[src/rtl/core/tcw_pkg.sv]
package tcw_pkg;

  localparam int COLUMNS_DEF = 80;
  localparam int ROWS_DEF    = 25;

  localparam int IN_W       = 48;
  localparam int OUT_W      = 40;
  localparam int USER_W     = 2;
  localparam int POS_W      = 11;
  localparam int BIN_W      = 32;
  localparam int NUM_DIGITS = 10;
  localparam int BCD_W      = 4 * NUM_DIGITS;
  localparam int STEP_W     = $clog2(BIN_W);
  localparam int DIG_W      = $clog2(NUM_DIGITS);

  localparam logic [7:0] NEWLINE_CODE = 8'd10;
  localparam logic [7:0] SPACE_CODE   = 8'h20;
  localparam logic [7:0] DIGIT_BASE   = 8'h30;

  localparam logic [1:0] REQ_CHAR  = 2'd0;
  localparam logic [1:0] REQ_DEC   = 2'd1;
  localparam logic [1:0] REQ_CLEAR = 2'd2;

  localparam logic REG_BG_COLOR = 1'b0;
  localparam logic REG_CLEAR_FG = 1'b1;

  typedef enum logic [1:0] {
    S_IDLE,
    S_CONV,
    S_SCAN,
    S_EMIT
  } state_t;

  typedef struct packed {
    logic load_direct;
    logic conv_start;
    logic conv_step;
    logic scan;
    logic emit;
  } cmd_t;

  typedef struct packed {
    logic req_dec;
    logic req_direct;
    logic conv_done;
    logic emit_last;
  } stat_t;

endpackage

[src/rtl/core/text_console_writer_top.sv]
// Character, newline and clear requests: the result word is registered on acceptance,
// and one such request is taken per cycle while the output is drained.
// Decimal requests: after acceptance a shift-and-add-3 BCD converter takes in all 32
// value bits, a scan state finds the top nonzero digit, and the digits are then emitted
// most significant first, each when the output is free; no new request is taken meanwhile.
// Reset is synchronous and active high: it empties the output, homes the cursor and
// sets the background to 0 and the clear foreground to 15.
module text_console_writer_top #(
  parameter int COLUMNS = tcw_pkg::COLUMNS_DEF,
  parameter int ROWS    = tcw_pkg::ROWS_DEF
) (
  input  logic                       clk,
  input  logic                       rst,
  input  logic                       cfg_we,
  input  logic                       cfg_index,
  input  logic [3:0]                 cfg_data,
  input  logic                       s_tvalid,
  output logic                       s_tready,
  // req_type[1:0], char_code[9:2], value[41:10], color[45:42], zero pad[47:46]
  input  logic [tcw_pkg::IN_W-1:0]   s_tdata,
  input  logic                       s_tlast,
  output logic                       m_tvalid,
  input  logic                       m_tready,
  // cell_index[10:0], char_out[18:11], attribute[26:19], cursor_pos[37:27],
  // string_done[38], zero pad[39]
  output logic [tcw_pkg::OUT_W-1:0]  m_tdata,
  // write_valid[0], clear_screen[1]
  output logic [tcw_pkg::USER_W-1:0] m_tuser,
  output logic                       m_tlast
);

  tcw_pkg::cmd_t  cmd;
  tcw_pkg::stat_t stat;

  tcw_ctrl u_ctrl (
    .clk      (clk),
    .rst      (rst),
    .s_tvalid (s_tvalid),
    .s_tready (s_tready),
    .m_tvalid (m_tvalid),
    .m_tready (m_tready),
    .stat     (stat),
    .cmd      (cmd)
  );

  tcw_dp #(
    .COLUMNS (COLUMNS),
    .ROWS    (ROWS)
  ) u_dp (
    .clk       (clk),
    .rst       (rst),
    .cfg_we    (cfg_we),
    .cfg_index (cfg_index),
    .cfg_data  (cfg_data),
    .s_tdata   (s_tdata),
    .s_tlast   (s_tlast),
    .m_tdata   (m_tdata),
    .m_tuser   (m_tuser),
    .m_tlast   (m_tlast),
    .cmd       (cmd),
    .stat      (stat)
  );

endmodule

[src/rtl/core/tcw_ctrl.sv]
module tcw_ctrl (
  input  logic          clk,
  input  logic          rst,
  input  logic          s_tvalid,
  output logic          s_tready,
  output logic          m_tvalid,
  input  logic          m_tready,
  input  tcw_pkg::stat_t stat,
  output tcw_pkg::cmd_t  cmd
);

  tcw_pkg::state_t state;
  tcw_pkg::state_t state_next;
  logic            out_free;
  logic            m_tvalid_next;

  assign out_free = !m_tvalid || m_tready;

  always_comb begin
    state_next = state;
    case (state)
      tcw_pkg::S_IDLE: begin
        if (s_tvalid && out_free && stat.req_dec) state_next = tcw_pkg::S_CONV;
      end
      tcw_pkg::S_CONV: begin
        if (stat.conv_done) state_next = tcw_pkg::S_SCAN;
      end
      tcw_pkg::S_SCAN: state_next = tcw_pkg::S_EMIT;
      tcw_pkg::S_EMIT: begin
        if (out_free && stat.emit_last) state_next = tcw_pkg::S_IDLE;
      end
      default: state_next = tcw_pkg::S_IDLE;
    endcase
  end

  always_comb begin
    cmd      = '0;
    s_tready = 1'b0;
    case (state)
      tcw_pkg::S_IDLE: begin
        s_tready        = out_free;
        cmd.load_direct = s_tvalid && out_free && stat.req_direct;
        cmd.conv_start  = s_tvalid && out_free && stat.req_dec;
      end
      tcw_pkg::S_CONV: cmd.conv_step = 1'b1;
      tcw_pkg::S_SCAN: cmd.scan = 1'b1;
      tcw_pkg::S_EMIT: cmd.emit = out_free;
      default: cmd = '0;
    endcase
  end

  always_comb begin
    if (cmd.load_direct || cmd.emit) begin
      m_tvalid_next = 1'b1;
    end else if (m_tready) begin
      m_tvalid_next = 1'b0;
    end else begin
      m_tvalid_next = m_tvalid;
    end
  end

  always_ff @(posedge clk) begin
    if (rst) begin
      state    <= tcw_pkg::S_IDLE;
      m_tvalid <= 1'b0;
    end else begin
      state    <= state_next;
      m_tvalid <= m_tvalid_next;
    end
  end

endmodule

[src/rtl/core/tcw_dp.sv]
module tcw_dp #(
  parameter int COLUMNS = tcw_pkg::COLUMNS_DEF,
  parameter int ROWS    = tcw_pkg::ROWS_DEF
) (
  input  logic                         clk,
  input  logic                         rst,
  input  logic                         cfg_we,
  input  logic                         cfg_index,
  input  logic [3:0]                   cfg_data,
  input  logic [tcw_pkg::IN_W-1:0]     s_tdata,
  input  logic                         s_tlast,
  output logic [tcw_pkg::OUT_W-1:0]    m_tdata,
  output logic [tcw_pkg::USER_W-1:0]   m_tuser,
  output logic                         m_tlast,
  input  tcw_pkg::cmd_t                cmd,
  output tcw_pkg::stat_t               stat
);

  localparam int CELLS = COLUMNS * ROWS;
  localparam int CUR_W = $clog2(CELLS + 1);
  localparam int COL_W = $clog2(COLUMNS + 1);

  logic [1:0]                  in_type;
  logic [7:0]                  in_char;
  logic [tcw_pkg::BIN_W-1:0]   in_value;
  logic [3:0]                  in_color;

  logic [CUR_W-1:0]            cursor;
  logic [COL_W-1:0]            col;
  logic [3:0]                  bg_color;
  logic [3:0]                  clear_fg;

  logic [3:0]                  dec_color;
  logic                        dec_send;
  logic [tcw_pkg::BIN_W-1:0]   bin;
  logic [tcw_pkg::BCD_W-1:0]   bcd;
  logic [tcw_pkg::BCD_W-1:0]   bcd_adj;
  logic [tcw_pkg::STEP_W-1:0]  step;
  logic [tcw_pkg::DIG_W-1:0]   dig_idx;
  logic [tcw_pkg::DIG_W-1:0]   top_idx;
  logic [3:0]                  digit;

  logic [7:0]                  ch_sel;
  logic [3:0]                  fg_sel;
  logic                        send_sel;
  logic                        last_sel;
  logic                        is_nl;
  logic [CUR_W-1:0]            nl_cursor;
  logic [CUR_W-1:0]            inc_cursor;
  logic [CUR_W-1:0]            cursor_next;
  logic [COL_W-1:0]            col_next;
  logic [31:0]                 cur_wide;
  logic [31:0]                 next_wide;
  logic                        is_clear;

  assign in_type  = s_tdata[1:0];
  assign in_char  = s_tdata[9:2];
  assign in_value = s_tdata[41:10];
  assign in_color = s_tdata[45:42];

  assign stat.req_dec    = in_type == tcw_pkg::REQ_DEC;
  assign stat.req_direct = (in_type == tcw_pkg::REQ_CHAR) || (in_type == tcw_pkg::REQ_CLEAR);
  assign stat.conv_done  = step == tcw_pkg::STEP_W'(tcw_pkg::BIN_W - 1);
  assign stat.emit_last  = dig_idx == '0;

  assign is_clear = in_type == tcw_pkg::REQ_CLEAR;

  always_comb begin
    for (int i = 0; i < tcw_pkg::NUM_DIGITS; i++) begin
      if (bcd[i*4 +: 4] >= 4'd5) begin
        bcd_adj[i*4 +: 4] = bcd[i*4 +: 4] + 4'd3;
      end else begin
        bcd_adj[i*4 +: 4] = bcd[i*4 +: 4];
      end
    end
  end

  always_comb begin
    top_idx = '0;
    for (int i = 0; i < tcw_pkg::NUM_DIGITS; i++) begin
      if (bcd[i*4 +: 4] != 4'd0) top_idx = tcw_pkg::DIG_W'(i);
    end
  end

  assign digit = bcd[{dig_idx, 2'b00} +: 4];

  always_comb begin
    if (cmd.emit) begin
      ch_sel   = tcw_pkg::DIGIT_BASE + {4'd0, digit};
      fg_sel   = dec_color;
      last_sel = dig_idx == '0;
      send_sel = (dig_idx == '0) && dec_send;
    end else begin
      ch_sel   = in_char;
      fg_sel   = in_color;
      last_sel = 1'b1;
      send_sel = s_tlast;
    end
  end

  assign is_nl      = ch_sel == tcw_pkg::NEWLINE_CODE;
  assign nl_cursor  = cursor - CUR_W'(col) + CUR_W'(COLUMNS);
  assign inc_cursor = cursor + CUR_W'(1);

  always_comb begin
    if (is_nl) begin
      col_next = '0;
      if (nl_cursor >= CUR_W'(CELLS)) begin
        cursor_next = '0;
      end else begin
        cursor_next = nl_cursor;
      end
    end else if (inc_cursor == CUR_W'(CELLS)) begin
      cursor_next = '0;
      col_next    = '0;
    end else begin
      cursor_next = inc_cursor;
      if (col == COL_W'(COLUMNS - 1)) begin
        col_next = '0;
      end else begin
        col_next = col + COL_W'(1);
      end
    end
  end

  assign cur_wide  = 32'(cursor);
  assign next_wide = 32'(cursor_next);

  always_ff @(posedge clk) begin
    if (rst) begin
      cursor   <= '0;
      col      <= '0;
      bg_color <= 4'd0;
      clear_fg <= 4'd15;
    end else begin
      if (cfg_we) begin
        case (cfg_index)
          tcw_pkg::REG_BG_COLOR: bg_color <= cfg_data;
          tcw_pkg::REG_CLEAR_FG: clear_fg <= cfg_data;
          default: bg_color <= bg_color;
        endcase
      end
      if (cmd.load_direct && is_clear) begin
        cursor <= '0;
        col    <= '0;
      end else if (cmd.load_direct || cmd.emit) begin
        cursor <= cursor_next;
        col    <= col_next;
      end
    end
  end

  always_ff @(posedge clk) begin
    if (cmd.conv_start) begin
      bin       <= in_value;
      bcd       <= '0;
      step      <= '0;
      dec_color <= in_color;
      dec_send  <= s_tlast;
    end else if (cmd.conv_step) begin
      bcd  <= {bcd_adj[tcw_pkg::BCD_W-2:0], bin[tcw_pkg::BIN_W-1]};
      bin  <= {bin[tcw_pkg::BIN_W-2:0], 1'b0};
      step <= step + tcw_pkg::STEP_W'(1);
    end
    if (cmd.scan) begin
      dig_idx <= top_idx;
    end else if (cmd.emit) begin
      dig_idx <= dig_idx - tcw_pkg::DIG_W'(1);
    end
  end

  always_ff @(posedge clk) begin
    if (cmd.load_direct && is_clear) begin
      m_tdata <= {1'b0, 1'b0, tcw_pkg::POS_W'(0), clear_fg, bg_color,
                  tcw_pkg::SPACE_CODE, tcw_pkg::POS_W'(0)};
      m_tuser <= 2'b10;
      m_tlast <= 1'b1;
    end else if (cmd.load_direct || cmd.emit) begin
      if (is_nl) begin
        m_tdata <= {1'b0, send_sel, next_wide[tcw_pkg::POS_W-1:0], 8'd0, 8'd0,
                    tcw_pkg::POS_W'(0)};
        m_tuser <= 2'b00;
      end else begin
        m_tdata <= {1'b0, send_sel, next_wide[tcw_pkg::POS_W-1:0], fg_sel, bg_color,
                    ch_sel, cur_wide[tcw_pkg::POS_W-1:0]};
        m_tuser <= 2'b01;
      end
      m_tlast <= last_sel;
    end
  end

endmodule

[config.mk]
export PLATFORM = sky130hd
export DESIGN_NAME = text_console_writer_top
export DESIGN_NICKNAME = d
export VERILOG_FILES = /design/src/rtl/core/tcw_pkg.sv /design/src/rtl/core/text_console_writer_top.sv /design/src/rtl/core/tcw_ctrl.sv /design/src/rtl/core/tcw_dp.sv
export SDC_FILE = /design/constraint.sdc
export NUM_CORES = 1
export LEC_CHECK = 0
export BUFFER_PORTS_ARGS = -buffer_cell sky130_fd_sc_hd__buf_2
export CAP_MARGIN = 20
export CORE_MARGIN = 8
export CORE_UTILIZATION = 45
export DETAILED_ROUTE_END_ITERATION = 8
export GPL_TIMING_DRIVEN = 0
export PLACE_DENSITY = 0.61
export SYNTH_ARGS = -nofsm -noshare
export SYNTH_HDL_FRONTEND = slang
export SYNTH_HIERARCHICAL = 1
export SYNTH_SLANG_ARGS = --single-unit
[constraint.sdc]
create_clock -name clk -period 7.9 [get_ports clk]
set_input_delay 0.79 -clock clk [delete_from_list [all_inputs] [get_ports clk]]
set_output_delay 0.79 -clock clk [all_outputs]
set_load 0.1 [all_outputs]
Yosys cells after proc, flatten, opt, wreduce, memory -nomap -nowiden
Cells that the tools add are included.
- register bits: 157
- input port bits: 59
- output and inout port bits: 45
- logic and storage cells: 136
- add/subtract/negate cells: 17
- magnitude comparators: 11
- eq/ne operators: 12
- shift-type cells: 1
- mux-type cells: 48
- bitwise operators: 1
- reductions and logical operators: 30
- operators by type and width (kind ; count):
    2-to-1 mux 27 bit ; 3
    2-to-1 mux 32 bit ; 2
    2-to-1 mux 4 bit ; 14
    greater-or-equal comparator 4 x 3 -> 1 bit, second input constant ; 10
    indexed part select 40 x 7 -> 4 bit ; 1
    adder 4 x 2 -> 4 bit, second input constant ; 9
    nonzero test 4 bit ; 9
    2-to-1 mux 11 bit ; 3
    2-to-1 mux 7 bit ; 3
    2-to-1 mux 3 bit ; 5
    2-to-1 mux 2 bit ; 6
    adder 11 x 1 -> 11 bit, second input constant ; 1
    adder 11 x 7 -> 11 bit, second input constant ; 1
    == test 11 bit, second input constant ; 1
    greater-or-equal comparator 11 bit, second input constant ; 1
    subtractor 11 x 7 -> 11 bit ; 1
    2-to-1 mux 1 bit ; 10
    == test 8 x 4 -> 1 bit, second input constant ; 1
    2-to-1 mux 8 bit ; 1
    case mux 2 bit (4 select lines) ; 1
    nonzero test 2 bit ; 4
    adder 6 x 4 -> 7 bit, first input constant ; 1
    adder 7 x 1 -> 7 bit, second input constant ; 1
    == test 7 bit, second input constant ; 1
    17 further kinds ; 30

Depth between registers and ports, before layout
- word-level depth: 11
- gate-level depth with buffers: 12
- depth with buffers taken out: 12

Modules after synthesis
The synthesis kept the hierarchy.
- modules (own cells, without submodules) (module ; instances ; cells each ; area each (sq um) ; seq. area each (sq um)):
    tcw_dp ; 1 ; 876 ; 8265.4 ; 3573.4
    tcw_ctrl ; 1 ; 30 ; 260.2 ; 60.1

Least setup slack after synthesis
OpenSTA, ideal clock, no wires.
- kind: register to register
- from: register u_ctrl.m_tvalid
- to: register u_dp/bin[0] (netlist name), enable pin
- setup time: 0.375 ns
- arrival time: 3.142 ns
- data required time: 7.525 ns
- setup slack: 4.384 ns
- cell stages (with the launch flop): 7
- buffers on the path: 2
- period minus slack after synthesis: 3.516 ns
- cells stage by stage: dfxtp_1 > or2b_1 > and2_1 > nor2b_1 > clkbuf_1 > clkbuf_1 > or2_2
- RTL lines (element ; line ; source):
    start: declaration ; tcw_ctrl.sv:6 ; output logic m_tvalid,
    start signal: assignment ; tcw_ctrl.sv:68 ; m_tvalid <= m_tvalid_next;
    end signal: assignment ; tcw_dp.sv:155 ; bin <= in_value;
    end signal: assignment ; tcw_dp.sv:162 ; bin <= {bin[tcw_pkg::BIN_W-2:0], 1'b0};
    end: declaration ; tcw_dp.sv:35 ; logic [tcw_pkg::BIN_W-1:0] bin;

Worst setup path in the final report
- from: register u_dp.col[1]
- to: register u_dp.cursor[7]
- word-level cells in the longest chain between the ends: 5
- RTL lines (element ; line ; source):
    start: declaration ; tcw_dp.sv:29 ; logic [COL_W-1:0] col;
    start signal: assignment ; tcw_dp.sv:148 ; col <= col_next;
    subtractor 11 x 7 -> 11 bit (*) ; tcw_dp.sv:102 ; assign nl_cursor = cursor - CUR_W'(col) + CUR_W'(COLUMNS);
    adder 11 x 7 -> 11 bit (*) ; tcw_dp.sv:102 ;
    greater-or-equal comparator 11 bit ; tcw_dp.sv:108 ; if (nl_cursor >= CUR_W'(CELLS)) begin
    2-to-1 mux 11 bit (*) ; tcw_dp.sv:108 ;
    2-to-1 mux 11 bit (*) ; tcw_dp.sv:106 ; if (is_nl) begin
    end signal: assignment ; tcw_dp.sv:147 ; cursor <= cursor_next;
    end: declaration ; tcw_dp.sv:28 ; logic [CUR_W-1:0] cursor;
Mark *: on every way between the ends. The rest lies on a longest branch, timed or not.
A chain may end at the register's enable or synchronous reset.

==> results.cfg <==
[status]
run_status = finished, final reports clean

[yosys]
postSynthAreaPerCell_um2 = 9.410
synthesized_netlist_net_count = 1014
post_synth_num_cell_types = 63
gate_count_of_the_mapped_netlist = 906
area_of_the_mapped_netlist_um2 = 8526
synth_edf_count = 49
yosys_warnings = 6
async_sr_flop_fraction_pct = 0
synth_seq_area_share_pct = 42.62
dominantRegCellSynth = sky130_fd_sc_hd__dfxtp_1
register_bit_total_from_synthesis = 157

[place]
finalWeightedCongestion = 0.8666
post-dp-hpwl_um = 16430
placed_cells_incl_taps = 1240
io_buffers = 100
detailedPlace.worstSlack_ns = 4.234
placement.cell_area_um2 = 9319

[timing]
worst_slack_ns = 4.276
finalCritPeriodShare_pct = 45.88
timing.final.crit_period_ns = 3.624
final_max_slew_viol_count = 0
grt_setup_unrepaired = no
maxClockFrequency_ghz = 0.2759
slew_at_the_pin_closest_to_its_max_slew_limit_ns = 1.052
fin_worst_skew_ns = 0.01337
max-slew-margin-rel_pct = 29.83
tns_ns = 0
worst_hold_slack_ns = 0.4521
setup-violations-final = 0
finalHoldViolCount = 0

[cells_and_area]
drive_gt1_share_pct = 18.98
instances_no_fill = 1272
commonest_non_fill_non_tap_cells_in_the_layout = 108 x sky130_fd_sc_hd__dfxtp_1, 106 x sky130_fd_sc_hd__buf_2, 88 x sky130_fd_sc_hd__nor2_1
mostFrequentLayoutCell = sky130_fd_sc_hd__dfxtp_1
layout-area-overhead-vs-synth_pct = 16.19
final_design_utilization_pct = 53.13
antenna_cells = 0
final_area_um2 = 9906
fin_nets = 1133

[grt]
grt_start_max_net_pins = 33
grt_util_all_layers_pct = 18.72
grt_antenna_before_repair = 1
globalRoute.totalOverflow = 0
grt_pass1_vias = 6843
grt_pass1_wl_um = 35520

[power_and_ir_drop]
p_total_mw = 3.788
vdd_ir_drop_max_mv = 0.2403
leak_pwr_nw = 3.890
power-per-cell-area_nw_per_um2 = 382.4

[route]
top_signal_layer_used = met5
routed-via-count = 6960
drt.antenna.violating_nets = 0
route.detailed.wl_per_inst_um = 17.26
wl_met2_um = 11100
drt_first_pass_iters = 5
route.detailed.drc = 0
wirelength_um = 21960
route.detailed.vias_per_inst = 5.472
detailroute.wirelength.met3_um = 1183
initialDrtViolationCount = 435
routedLengthMet1_um = 9268

[critical_path]
worst_ep_arrival_time_ns = 3.91
crit_type = flip-flop to flip-flop
critPathLaunchType = flip-flop
cp_endpoint_kind = flip-flop
worstPathRequired_ns = 8.18
critPathMaxFanout = 9

[floorplan]
floorplan.initialDensity_pct = 45.73
std_cell_rows = 50
fp.dieArea_um2 = 23610
floorplan.die.height_um = 153.6
core_area_um2 = 18640
pin_count = 104
chipWidth_um = 153.6

[clocking]
clockBufferDepth = 2
cts_sinks = 157
postCtsSetupBuffers = 0
numCtsBuffers = 17
clkLatencyLatePin_ns = 0.43
post_cts_resized = 0
tritoncts = yes
number_of_hold_buffers_added_after_cts = 0
clock_tree.root_cell = sky130_fd_sc_hd__clkbuf_16
cts.htree.levels = 4
worst_setup_hold_path_clk_slew_ns = 0.07

[job]
drv.max_cap_violation_count = 0

[min_path]
worst_hold_path_type = flip-flop to flip-flop
==> report_power, final <==
part	internal [mW]	switching, mW	total [mW]
Combinational	0.489	1.21	1.70
Clock	0.425	0.383	0.808
Sequential	1.10	0.181	1.28
==> metal layers <==
metal / up-vias / track usage [%]
met5: - / 0
met4: 2 / 5.646
met3: 32 / 4.344
met2: 186 / 33.17
met1: 3265 / 22.10
li1: 3475 / -
==> cell families after synthesis <==
family,after synthesis,share of synthesized area [%]
flip-flops,157,42.62
buffers and inverters,95,4.315
other,1,0.04398
multiplexers,70,9.891
XOR/XNOR,39,4.095
AO/OA/AOI/OAI,210,15.60
AND/OR/NAND/NOR,285,16.16
adder cells (fa/ha/maj),49,7.279
==> cell usage after synthesis (5+ instances only) <==
cell type	number	area share (%)
sky130_fd_sc_hd__a211oi_1	13	1.1
sky130_fd_sc_hd__a21o_1	7	0.62
sky130_fd_sc_hd__a21oi_1	74	4.3
sky130_fd_sc_hd__a221oi_1	7	0.72
sky130_fd_sc_hd__a31oi_1	8	0.59
sky130_fd_sc_hd__and3_1	12	0.88
sky130_fd_sc_hd__buf_2	6	0.35
sky130_fd_sc_hd__clkbuf_1	37	1.6
sky130_fd_sc_hd__dfxtp_1	108	25
sky130_fd_sc_hd__edfxtp_1	49	17
sky130_fd_sc_hd__ha_1	48	7.0
sky130_fd_sc_hd__inv_1	45	2.0
sky130_fd_sc_hd__mux2_2	34	4.5
sky130_fd_sc_hd__mux2i_1	28	3.3
sky130_fd_sc_hd__mux4_2	8	2.1
sky130_fd_sc_hd__nand2_1	60	2.6
sky130_fd_sc_hd__nand2b_1	15	1.1
sky130_fd_sc_hd__nand3_1	46	2.7
sky130_fd_sc_hd__nor2_1	88	3.9
sky130_fd_sc_hd__nor2b_1	14	1.0
sky130_fd_sc_hd__nor3_1	18	1.1
sky130_fd_sc_hd__nor3b_1	9	0.79
sky130_fd_sc_hd__nor4_1	5	0.37
sky130_fd_sc_hd__o21ai_0	62	3.6
sky130_fd_sc_hd__o31ai_1	5	0.44
sky130_fd_sc_hd__xnor2_1	24	2.5
sky130_fd_sc_hd__xor2_1	14	1.4
==> registers in the layout, indices dropped and copies added, names as in the netlist <==
| name | cells |
|---|---|
| u_dp/step | 5 |
| u_dp/m_tdata | 39 |
| u_dp/dec_color | 4 |
| u_dp/bg_color | 4 |
| u_dp/m_tlast | 1 |
| u_dp/col | 7 |
| u_dp/m_tuser | 2 |
| u_dp/dec_send | 1 |
| u_dp/clear_fg | 4 |
| u_dp/dig_idx | 4 |
| u_dp/cursor | 11 |
| u_dp/bin | 32 |
| u_dp/bcd | 40 |
| u_ctrl/state | 2 |
| u_ctrl/m_tvalid | 1 |
==> area by class of cell <==
type	count	area, µm²
well taps	234	292.8
clock buffers	17	425.4
plain buffers	47	187.7
repair buffers	100	500.5
flip-flops and latches	157	3633
fillers	1771	8737
multi-input cells	654	4524
inverters	48	180.2
clock inverters	15	161.4
==> worst paths after layout <==
path | startpoint | endpoint | slack [ns] | cells past startpoint
setup / recovery | u_dp/col[1] | u_dp/cursor[7] | 4.28 | 11
setup reg to reg | u_dp/col[1] | u_dp/cursor[7] | 4.28 | 11
hold reg to reg | u_dp/m_tuser[1] | u_dp/m_tuser[1] | 0.45 | 2
hold / removal | u_dp/m_tuser[1] | u_dp/m_tuser[1] | 0.45 | 2
==> critical path, cell delays in order (launching register included) <==
cell,delay (ns)
sky130_fd_sc_hd__dfxtp_1,0.39
sky130_fd_sc_hd__inv_1,0.06
sky130_fd_sc_hd__ha_1,0.27
sky130_fd_sc_hd__ha_1,0.25
sky130_fd_sc_hd__fa_1,0.42
sky130_fd_sc_hd__a21o_1,0.27
sky130_fd_sc_hd__a221oi_1,0.35
sky130_fd_sc_hd__o21bai_1,0.12
sky130_fd_sc_hd__xor2_1,0.44
sky130_fd_sc_hd__a41oi_4,0.29
sky130_fd_sc_hd__a221oi_1,0.52
sky130_fd_sc_hd__a211oi_1,0.10
Power figures use the tool's default switching activity.
